`config.mk`:
```
export PLATFORM = sky130hd
export DESIGN_NAME = lfu_slot_replacement
export DESIGN_NICKNAME = d
export VERILOG_FILES = /design/src/hw/rtl/lfusr_pkg.sv /design/src/hw/rtl/lfusr_ram.sv /design/src/hw/rtl/lfusr_engine.sv /design/src/hw/rtl/lfu_slot_replacement.sv
export SDC_FILE = /design/constraint.sdc
export NUM_CORES = 2
export LEC_CHECK = 0
export BUFFER_PORTS_ARGS = -buffer_cell sky130_fd_sc_hd__buf_2
export CAP_MARGIN = 15
export CELL_PAD_IN_SITES_DETAIL_PLACEMENT = 0
export CELL_PAD_IN_SITES_GLOBAL_PLACEMENT = 1
export CORE_MARGIN = 5
export CORE_UTILIZATION = 25
export DETAILED_ROUTE_END_ITERATION = 16
export PLACE_DENSITY = 0.48
export SYNTH_ARGS = -nofsm -noshare
export SYNTH_HDL_FRONTEND = slang
export SYNTH_SLANG_ARGS = --single-unit
```
`constraint.sdc`:
```
create_clock -name i_clk -period 16.05 [get_ports i_clk]
set_input_delay 4.815 -clock i_clk [delete_from_list [all_inputs] [get_ports i_clk]]
set_output_delay 4.815 -clock i_clk [all_outputs]
set_load 0.01 [all_outputs]
```
`src/hw/rtl/lfusr_pkg.sv`:
```
// shared types and constants of the lfu slot replacement block
package lfusr_pkg;

    localparam int NUM_SLOTS   = 32;
    localparam int COUNT_BITS  = 16;
    localparam int STAMP_BITS  = 32;
    localparam int ID_BITS     = 16;
    localparam int IDX_BITS    = (NUM_SLOTS > 1) ? $clog2(NUM_SLOTS) : 1;
    localparam int FILL_BITS   = $clog2(NUM_SLOTS + 1);
    localparam int ENTRY_BITS  = ID_BITS + COUNT_BITS + STAMP_BITS;
    localparam int ACTIVE_BITS = 6;
    localparam int ADDR_BITS   = 3;
    localparam int DATA_BITS   = 32;

    typedef logic [ID_BITS-1:0]     t_id;
    typedef logic [COUNT_BITS-1:0]  t_count;
    typedef logic [STAMP_BITS-1:0]  t_stamp;
    typedef logic [IDX_BITS-1:0]    t_idx;
    typedef logic [FILL_BITS-1:0]   t_fill;
    typedef logic [ACTIVE_BITS-1:0] t_active;
    typedef logic [1:0]             t_outcome;

    localparam t_outcome OUT_HIT     = 2'd0;
    localparam t_outcome OUT_FILL    = 2'd1;
    localparam t_outcome OUT_REPLACE = 2'd2;

    localparam t_count  COUNT_MAX    = '1;
    localparam t_stamp  STAMP_MAX    = '1;
    localparam t_active ACTIVE_RESET = t_active'(32);

    // word index of the active_slots register
    localparam logic REG_ACTIVE = 1'b0;

    typedef struct packed {
        t_stamp stamp;
        t_count hits;
        t_id    ident;
    } t_entry;

    typedef struct packed {
        logic   we;
        t_idx   waddr;
        t_entry wdata;
        t_idx   raddr;
    } t_mem_req;

    typedef struct packed {
        t_outcome outcome;
        t_idx     slot;
        t_id      evicted;
        t_count   count;
    } t_result;

endpackage

```
`src/hw/rtl/lfusr_ram.sv`:
```
// generic single-port-write, registered-read ram
module lfusr_ram #(
    parameter int WIDTH = 8,
    parameter int DEPTH = 16
) (
    input  logic                                        i_clk,
    input  logic                                        i_we,
    input  logic [((DEPTH > 1) ? $clog2(DEPTH) : 1)-1:0] i_waddr,
    input  logic [WIDTH-1:0]                            i_wdata,
    input  logic [((DEPTH > 1) ? $clog2(DEPTH) : 1)-1:0] i_raddr,
    output logic [WIDTH-1:0]                            o_rdata
);

    logic [WIDTH-1:0] r_mem [DEPTH];
    logic [WIDTH-1:0] r_rdata;

    always_ff @(posedge i_clk) begin
        if (i_we) begin
            r_mem[i_waddr] <= i_wdata;
        end
        r_rdata <= r_mem[i_raddr];
    end

    assign o_rdata = r_rdata;

endmodule

```
`src/hw/rtl/lfusr_engine.sv`:
```
// scan and update sequencer of the lfu slot table
module lfusr_engine (
    input  logic                i_clk,
    input  logic                i_rst_n,
    input  logic                i_start,
    input  lfusr_pkg::t_id      i_id,
    input  lfusr_pkg::t_active  i_active,
    output logic                o_busy,
    output lfusr_pkg::t_mem_req o_mem,
    input  lfusr_pkg::t_entry   i_rdata,
    output logic                o_valid,
    output lfusr_pkg::t_result  o_result
);
    import lfusr_pkg::*;

    localparam logic [1:0] ST_IDLE  = 2'd0;
    localparam logic [1:0] ST_SCAN  = 2'd1;
    localparam logic [1:0] ST_WRITE = 2'd2;

    logic [1:0] r_state;
    t_stamp     r_stamp;
    t_fill      r_filled;
    t_fill      r_k;
    logic       r_rv;
    logic       r_found;
    logic       r_vvalid;
    logic       r_valid;

    t_id        r_id;
    t_stamp     r_now;
    t_fill      r_limit;
    t_idx       r_rk;
    t_idx       r_mslot;
    t_entry     r_mentry;
    t_idx       r_vslot;
    t_entry     r_ventry;
    t_result    r_result;

    t_fill      w_limit;
    logic       w_issue;
    logic       w_match;
    logic       w_better;
    logic       w_take;
    logic       w_fill;
    t_count     w_hits;
    t_entry     w_entry;
    t_idx       w_slot;
    t_result    w_res;

    always_comb begin
        if (i_active == '0) begin
            w_limit = t_fill'(1);
        end else if (int'(i_active) > NUM_SLOTS) begin
            w_limit = t_fill'(NUM_SLOTS);
        end else begin
            w_limit = t_fill'(i_active);
        end
    end

    assign w_issue  = (r_state == ST_SCAN) && (r_k < r_filled);
    assign w_match  = r_rv && !r_found && (i_rdata.ident == r_id);
    assign w_better = !r_vvalid || (i_rdata.hits < r_ventry.hits) ||
                      ((i_rdata.hits == r_ventry.hits) && (i_rdata.stamp < r_ventry.stamp));
    assign w_take   = r_rv && (t_fill'(r_rk) < r_limit) && w_better;
    assign w_fill   = !r_found && (r_filled < r_limit);

    // decide hit, fill or replace
    always_comb begin
        w_hits = (r_mentry.hits == COUNT_MAX) ? r_mentry.hits : r_mentry.hits + t_count'(1);
        w_entry.ident = r_id;
        w_entry.hits  = t_count'(1);
        w_entry.stamp = r_now;
        w_res.evicted = '0;
        priority if (r_found) begin
            w_slot        = r_mslot;
            w_entry.hits  = w_hits;
            w_entry.stamp = r_mentry.stamp;
            w_res.outcome = OUT_HIT;
        end else if (w_fill) begin
            w_slot        = r_filled[IDX_BITS-1:0];
            w_res.outcome = OUT_FILL;
        end else begin
            w_slot        = r_vslot;
            w_res.evicted = r_ventry.ident;
            w_res.outcome = OUT_REPLACE;
        end
        w_res.slot  = w_slot;
        w_res.count = w_entry.hits;
    end

    assign o_mem.we    = (r_state == ST_WRITE);
    assign o_mem.waddr = w_slot;
    assign o_mem.wdata = w_entry;
    assign o_mem.raddr = r_k[IDX_BITS-1:0];

    always_ff @(posedge i_clk) begin
        if (!i_rst_n) begin
            r_state  <= ST_IDLE;
            r_stamp  <= '0;
            r_filled <= '0;
            r_k      <= '0;
            r_rv     <= 1'b0;
            r_found  <= 1'b0;
            r_vvalid <= 1'b0;
            r_valid  <= 1'b0;
        end else begin
            r_valid <= 1'b0;
            r_rv    <= w_issue;
            unique case (r_state)
                ST_IDLE: begin
                    if (i_start) begin
                        if (r_stamp != STAMP_MAX) begin
                            r_stamp <= r_stamp + t_stamp'(1);
                        end
                        r_k      <= '0;
                        r_found  <= 1'b0;
                        r_vvalid <= 1'b0;
                        r_state  <= (r_filled == '0) ? ST_WRITE : ST_SCAN;
                    end
                end
                ST_SCAN: begin
                    if (w_issue) begin
                        r_k <= r_k + t_fill'(1);
                    end
                    if (w_match) begin
                        r_found <= 1'b1;
                    end
                    if (w_take) begin
                        r_vvalid <= 1'b1;
                    end
                    if (!w_issue && !r_rv) begin
                        r_state <= ST_WRITE;
                    end
                end
                ST_WRITE: begin
                    r_valid <= 1'b1;
                    if (w_fill) begin
                        r_filled <= r_filled + t_fill'(1);
                    end
                    r_state <= ST_IDLE;
                end
                default: begin
                    r_state <= ST_IDLE;
                end
            endcase
        end
    end

    always_ff @(posedge i_clk) begin
        if ((r_state == ST_IDLE) && i_start) begin
            r_id    <= i_id;
            r_now   <= r_stamp;
            r_limit <= w_limit;
        end
        r_rk <= r_k[IDX_BITS-1:0];
        if (w_match) begin
            r_mslot  <= r_rk;
            r_mentry <= i_rdata;
        end
        if (w_take) begin
            r_vslot  <= r_rk;
            r_ventry <= i_rdata;
        end
        if (r_state == ST_WRITE) begin
            r_result <= w_res;
        end
    end

    assign o_busy   = (r_state != ST_IDLE);
    assign o_valid  = r_valid;
    assign o_result = r_result;

endmodule

```
`src/hw/rtl/lfu_slot_replacement.sv`:
```
// top level of the lfu slot replacement block: config register, table ram, sequencer
// an item scans the filled slots (up to 32, none when the table is empty), then writes back
// and shows its result strobe
// the table ram is read one slot per cycle, then the write-back follows
// busy drops in the cycle the result is shown and a new word is taken at the edge ending
// it; no new word is taken while busy, and results never stall
// reset clears fill count, arrival stamp and control, sets active_slots to 32, ram kept
module lfu_slot_replacement (
    input  logic                              i_clk,
    input  logic                              i_rst_n,
    input  logic                              start,
    output logic                              busy,
    input  logic [15:0]                       i_candidate_id,
    output logic                              o_valid,
    output logic [1:0]                        o_outcome,
    output logic [4:0]                        o_slot_index,
    output logic [15:0]                       o_evicted_id,
    output logic [15:0]                       o_entry_count,
    input  logic                              psel,
    input  logic                              penable,
    input  logic                              pwrite,
    input  logic [lfusr_pkg::ADDR_BITS-1:0]   paddr,
    input  logic [lfusr_pkg::DATA_BITS-1:0]   pwdata,
    output logic [lfusr_pkg::DATA_BITS-1:0]   prdata,
    output logic                              pready
);
    import lfusr_pkg::*;

    t_active  r_active;
    t_mem_req w_mem;
    t_entry   w_rdata;
    t_result  w_res;
    logic     w_wr;

    assign w_wr   = psel && penable && pwrite && (paddr[2] == REG_ACTIVE);
    assign pready = 1'b1;
    assign prdata = (paddr[2] == REG_ACTIVE) ? DATA_BITS'(r_active) : '0;

    always_ff @(posedge i_clk) begin
        if (!i_rst_n) begin
            r_active <= ACTIVE_RESET;
        end else if (w_wr) begin
            r_active <= pwdata[ACTIVE_BITS-1:0];
        end
    end

    lfusr_ram #(
        .WIDTH (ENTRY_BITS),
        .DEPTH (NUM_SLOTS)
    ) u_ram (
        .i_clk   (i_clk),
        .i_we    (w_mem.we),
        .i_waddr (w_mem.waddr),
        .i_wdata (w_mem.wdata),
        .i_raddr (w_mem.raddr),
        .o_rdata (w_rdata)
    );

    lfusr_engine u_engine (
        .i_clk    (i_clk),
        .i_rst_n  (i_rst_n),
        .i_start  (start),
        .i_id     (i_candidate_id),
        .i_active (r_active),
        .o_busy   (busy),
        .o_mem    (w_mem),
        .i_rdata  (w_rdata),
        .o_valid  (o_valid),
        .o_result (w_res)
    );

    assign o_outcome     = w_res.outcome;
    assign o_slot_index  = 5'(w_res.slot);
    assign o_evicted_id  = w_res.evicted;
    assign o_entry_count = 16'(w_res.count);

endmodule

```
-- Yosys cells after proc, flatten, opt, wreduce, memory -nomap -nowiden
Memory sizes are Yosys's and may differ from the RTL's. A register that Yosys moved wholly into a read port is not among the register bits.
Cells that the tools add are included.
Widths: inputs -> output; s select.
- memory bits (writable): 2048
- memories kept: 1
- output and inout port bits: 74
- register bits: 276
- memories (memory ; depth ; width ; read ports ; clocked after memory_dff ; write ports ; line ; RTL):
    u_ram.r_mem ; 32 ; 64 ; 1 ; 1 ; 1 ; lfusr_ram.sv:14 ; logic [WIDTH-1:0] r_mem [DEPTH];
- magnitude comparators: 6
- mux-type cells: 21
- reduce and logical (&&, ||, !) cells: 31
- add/sub/neg operators: 4
- eq/ne operators: 11
- bitwise operators: 1
- operator list (kind ; count):
    $mux 48 ; 1
    $add 32x1->32 const B ; 1
    $eq 16x16->1 ; 2
    $lt 32x32->1 ; 1
    $ne 32x32->1 const B ; 1
    $mux 6 ; 4
    $add 16x1->16 const B ; 1
    $eq 16x16->1 const B ; 1
    $lt 16x16->1 ; 1
    $mux 16 ; 1
    $add 6x1->6 const B ; 2
    $logic_and 1x1->1 ; 12
    $logic_not 6->1 ; 2
    $lt 6x6->1 ; 2
    $pmux 6 s2 ; 1
    $reduce_and 3->1 ; 4
    $mux 5 ; 2
    $mux 2 ; 4
    $gt 6x6->1 const B ; 1
    $lt 5x6->1 ; 1
    $ne 2x1->1 const B ; 3
    $mux 1 ; 5
    $logic_not 1->1 ; 4
    $ne 2x2->1 const B ; 2
    10 further kinds ; 15

-- Logic depth before layout (Yosys ltp)
- depth after elaboration: 6
- depth in mapped cells: 10
- mapped depth without buffers: 9

-- Cells and area by module
A second synthesis with hierarchy kept.
- cells, all modules: 4047
- area total of the unflattened synthesis: 91148.7 µm²
- by module, submodules not included (module ; cells an instance ; instances ; area an instance (µm²)):
    lfusr_ram ; 3097 ; 1 ; 78964.5
    lfusr_engine ; 888 ; 1 ; 11666.2
    lfu_slot_replacement ; 62 ; 1 ; 518.0

-- Worst setup path after synthesis
No wires, ideal clock.
- path type: input port to output port
- from: in paddr[2] (netlist bit)
- to: out prdata[0] (netlist bit)
- stages: 1
- data required time: 11.235 ns
- buffers on the path: 0
- arrival: 4.993 ns
- path slack: 6.242 ns
- cells stage by stage: nor2b_1
- cells in the longest elaborated chain, start to end: 1
- RTL lines (item ; line ; RTL):
    start, declared ; lfu_slot_replacement.sv:22 ; input logic [lfusr_pkg::ADDR_BITS-1:0] paddr,
    $mux 6 ; lfu_slot_replacement.sv:37 ; assign prdata = (paddr[2] == REG_ACTIVE) ? DATA_BITS'(r_active) : '0;
    end, declared ; lfu_slot_replacement.sv:24 ; output logic [lfusr_pkg::DATA_BITS-1:0] prdata,
No other way between the ends.

-- Worst setup path after layout
- from: in paddr[2] (netlist bit)
- to: out prdata[1] (netlist bit)
Same word-level chain as after synthesis.

==> impl_table.tex <==
\begin{tabular}{lr}
\hline
Metric & Value \\
\hline
\multicolumn{2}{l}{\textbf{Clock network}} \\
Bufs on Longest Clock Path & 4 \\
Post-CTS Hold Buffers & 0 \\
Root Driver & sky130\_fd\_sc\_hd\_\_clkbuf\_16 \\
Resized Gates After CTS & 0 \\
TritonCTS clock tree & built \\
Count of buffers added by post-CTS timing repair for setup & 0 \\
\# H-tree levels & 4 \\
Worst-Skew Late Latency & 0.92 ns \\
Cts bufs inserted & 245 \\
Clock-pin slew reported for the worst setup and hold paths after clock tree synthesis & 0.06 ns \\
Clock sink count & 2,388 \\
\multicolumn{2}{l}{\textbf{Timing}} \\
Max\_slew headroom & 0.1666 \\
Actual transition at the worst max-transition pin & 1.250 ns \\
Fin. max-slew vios & 0 \\
Highest clock rate & 92.32 MHz \\
Period Utilization, post-route & 0.6749 \\
Setup violations, final & 0 \\
Final hold vios & 0 \\
Final period demand of the worst path & 10.83 ns \\
Post-Route Skew & 0.07131 ns \\
Post-route setup TNS & 0 ns \\
Setup repair after global routing missed its margin & no \\
\multicolumn{2}{l}{\textbf{Pwr}} \\
Switching part of the total power & 0.2049 \\
Switching power summed over all nets & 0.002630 W \\
Part of the total power dissipated in combinational logic & 0.021 \\
Clock group share of total power & 0.440 \\
IR Drop Worst-Case VDD & 90.46 µV \\
P\_leak & 32.31 nW \\
Internal power of the cells & 0.01021 W \\
Power consumption & 0.01284 W \\
Sequential Power Share & 0.539 \\
Power density normalized to cell area & 121.2 nW/µm² \\
\multicolumn{2}{l}{\textbf{Critical path}} \\
Setup crit start kind & primary input \\
Worst path max stage delay & 0.71 ns \\
Cell repeated most along the worst path & sky130\_fd\_sc\_hd\_\_buf\_2 \\
Crit end category & primary output \\
Largest driver fanout on the critical path & 7 \\
Crit Path Class & in -> out \\
Cell with the biggest individual delay on the critical path & sky130\_fd\_sc\_hd\_\_nor2b\_1 \\
Family of cells with the greatest summed delay on the critical path & simple AND/OR/NAND/NOR gates \\
Arrival time of data at the critical path endpoint & 6.02 ns \\
Critical path cell sequence & buf\_2, nor2b\_1, buf\_2 \\
Number of buffer and inverter instances along the worst setup path & 2 \\
WP data required & 11.23 ns \\
\multicolumn{2}{l}{\textbf{Route}} \\
First drt pass iteration count & 7 \\
DRT iter0 DRCs & 3,997 \\
Detailed-route DRC error count & 0 \\
Antenna Nets Post-Route & 0 \\
Final wirelength & 253.0 mm \\
DR vias & 41.89k \\
Post-detailed-route wirelength per cell & 27.11 µm \\
Total met3 wirelength after detailed routing & 11.76 mm \\
Routed length on met1 & 111.0 mm \\
Highest metal layer with signal wires & met5 \\
Mean number of vias per cell & 4.488 \\
Met2 WL post-DR & 123.4 mm \\
\multicolumn{2}{l}{\textbf{Placement}} \\
HPWL after detailed placement & 133.0 mm \\
Weighted congestion at the end of routability-driven global placement & 0.7141 \\
Total instance count after detailed placement & 8,869 \\
Count of input and output buffers & 75 \\
\multicolumn{2}{l}{\textbf{Floorplanning}} \\
Starting density of the core & 0.2512 \\
Core Box Area & 362,500 µm² \\
Overall die area & 376,400 µm² \\
Overall die height & 613.5 µm \\
\# rows & 221 \\
Boundary Pins & 131 \\
Width of the die & 613.5 µm \\
\multicolumn{2}{l}{\textbf{Logic synthesis}} \\
Post-synthesis instance total & 4,054 \\
Number of flops mapped to enable cells by yosys & 2,263 \\
Most common flop cell mapped by yosys & sky130\_fd\_sc\_hd\_\_edfxtp\_1 \\
Total of warnings raised by yosys & 0 \\
Post-synthesis sequential area ratio & 0.7738 \\
Proportion of synthesized flip-flops having asynchronous set or reset & 0 \\
Average cell area after synthesis & 22.46 µm² \\
Total standard cell area after synthesis & 91,050 µm² \\
Seq cells post-synth & 2,388 \\
Yosys cell types & 53 \\
\multicolumn{2}{l}{\textbf{Finish}} \\
Nets & 4,451 \\
Layout Cells excl Fill & 9,333 \\
Layout-stage area growth over the synthesis result & 16.31\% \\
Utilization of the core after routing & 0.2921 \\
Multi-input gate area in the final layout & 19,750 µm² \\
Sequential cell area in the final layout & 70,480 µm² \\
FILL cells & 35.21k \\
Fraction of layout instances using a drive strength above 1 & 0.2895 \\
\multicolumn{2}{l}{\textbf{Global routing}} \\
Via count of the first global-routing pass & 44.35k \\
Global route overflow & 0 \\
Antenna violations before repair & 16 \\
Wire length of the first global-routing pass & 352.7 mm \\
Pin count of the biggest net entering global routing & 66 \\
Combined global-route utilization of all metal layers & 0.1326 \\
\multicolumn{2}{l}{\textbf{Job}} \\
Number of maximum-capacitance violations & 0 \\
\multicolumn{2}{l}{\textbf{Run status}} \\
Run status & finished, final reports clean \\
\multicolumn{2}{l}{\textbf{Min path}} \\
Tightest Hold Check Type & reg -> reg \\
\hline
\end{tabular}
cell usage in the layout, fill, tap and decap left out, types with 8 or more instances in the layout:
cell type                      n
sky130_fd_sc_hd__mux4_2      640
sky130_fd_sc_hd__nor3_1        8
sky130_fd_sc_hd__bufinv_16    21
sky130_fd_sc_hd__and2_1       58
sky130_fd_sc_hd__clkbuf_8     22
sky130_fd_sc_hd__xor2_1       28
sky130_fd_sc_hd__nor2b_1      25
sky130_fd_sc_hd__a21oi_1      23
sky130_fd_sc_hd__inv_1        67
sky130_fd_sc_hd__nand4_1      26
sky130_fd_sc_hd__nor2_1       33
sky130_fd_sc_hd__clkbuf_16   248
sky130_fd_sc_hd__buf_4       121
sky130_fd_sc_hd__diode_2      11
sky130_fd_sc_hd__dfxtp_1     119
sky130_fd_sc_hd__ha_1         66
sky130_fd_sc_hd__clkinv_2     56
sky130_fd_sc_hd__nand2_1     195
sky130_fd_sc_hd__buf_2        75
sky130_fd_sc_hd__mux2_2       53
sky130_fd_sc_hd__clkbuf_1     47
sky130_fd_sc_hd__nand2b_1     10
sky130_fd_sc_hd__xnor2_1      34
sky130_fd_sc_hd__edfxtp_1   2263
sky130_fd_sc_hd__conb_1       27
sky130_fd_sc_hd__nand3_1      35
sky130_fd_sc_hd__nor2_4       32
sky130_fd_sc_hd__clkinv_1     42
sky130_fd_sc_hd__and3_1       15
sky130_fd_sc_hd__mux2i_1      13
sky130_fd_sc_hd__o21ai_0      21
layout make-up:
type                    count  area share
clock buffers             317     0.06312
multi-input cells        1418      0.1865
inverters                  69    0.002516
well taps                4794     0.05664
flip-flops and latches   2388      0.6655
repair buffers            206     0.01432
diodes                     11   0.0002599
clock inverters           130     0.01113
metal layers:
metal / vias to the layer above / global-route usage
li1: 17370 / -
met1: 23130 / 0.1799
met2: 1023 / 0.2210
met3: 365 / 0.02077
met4: 2 / 0.03613
met5: - / 0
through the flow:
stage | cell area, µm² | setup slack, ns | hold WS [ns]
final | 105900 | 5.218 | 0.4516
after global routing | 105900 | 5.309 | 0.4659
after CTS | 105700 | 5.300 | 0.4551
after detailed placement | 97860 | 5.300 | 0.4414
after global placement | 97860 | 5.300 | 0.4453
after floorplan | 91140 | 6.242 | 0.3529
power groups by stage:
stage | sequential [W] | clock (W) | combinational (W)
final | 0.00692 | 0.00565 | 0.000271
after global routing | 0.00692 | 0.00608 | 0.000298
after CTS | 0.00692 | 0.00583 | 0.000279
after detailed placement | 0.00705 | 0 | 0.000278
after global placement | 0.00705 | 0 | 0.000271
after floorplan | 0.00704 | 0 | 0.000144
cell usage after synthesis (all sizes together), types with 7 or more instances:
master / number / share of area
a21boi: 8 / 0.00066
a21o: 7 / 0.00058
a21oi: 24 / 0.0013
and2: 58 / 0.0040
and3: 15 / 0.0010
buf: 105 / 0.0066
clkbuf: 99 / 0.0041
dfxtp: 125 / 0.027
edfxtp: 2263 / 0.75
ha: 66 / 0.0091
inv: 69 / 0.0028
mux2: 53 / 0.0066
mux2i: 13 / 0.0014
mux4: 640 / 0.16
nand2: 195 / 0.0080
nand2b: 10 / 0.00069
nand3: 35 / 0.0019
nand4: 26 / 0.0018
nor2: 65 / 0.0027
nor2b: 27 / 0.0019
nor3: 8 / 0.00044
nor4: 10 / 0.00076
o21ai: 23 / 0.0013
xnor2: 34 / 0.0033
xor2: 28 / 0.0027
worst paths after layout:
kind | from | to | slack, ns | depth (start not counted)
worst min-delay path | u_ram.o_rdata[1] | u_engine.r_ventry[1] | 0.45 | 0
worst min register to register | u_ram.o_rdata[1] | u_engine.r_ventry[1] | 0.45 | 0
worst max register to register | u_engine.r_filled[2] | u_ram.r_mem[13][56] | 10.43 | 10
worst max-delay path | paddr[2] | prdata[1] | 5.22 | 3
logic make-up after synthesis:
family	Yosys count	share of synthesized area
mux	706	0.1663
xor+xnor	62	0.005964
other cells	2	0.00008248
compound gates	95	0.006857
fa+ha+maj	66	0.009070
flops	2388	0.7738
simple gates	462	0.02436
buf+inv	273	0.01355
sequential cells by signal (all words and copies together), names as in the netlist, 6 cells and up:
register,flops
u_engine.r_k,6
u_engine.r_ventry,64
r_active,6
u_engine.r_now,32
u_engine.o_result,39
u_engine.r_mentry,48
u_engine.r_id,16
u_engine.r_filled,6
u_engine.r_stamp,32
u_engine.r_limit,6
u_ram.o_rdata,64
u_ram.r_mem,2048
(Power assumes the default switching activity.)
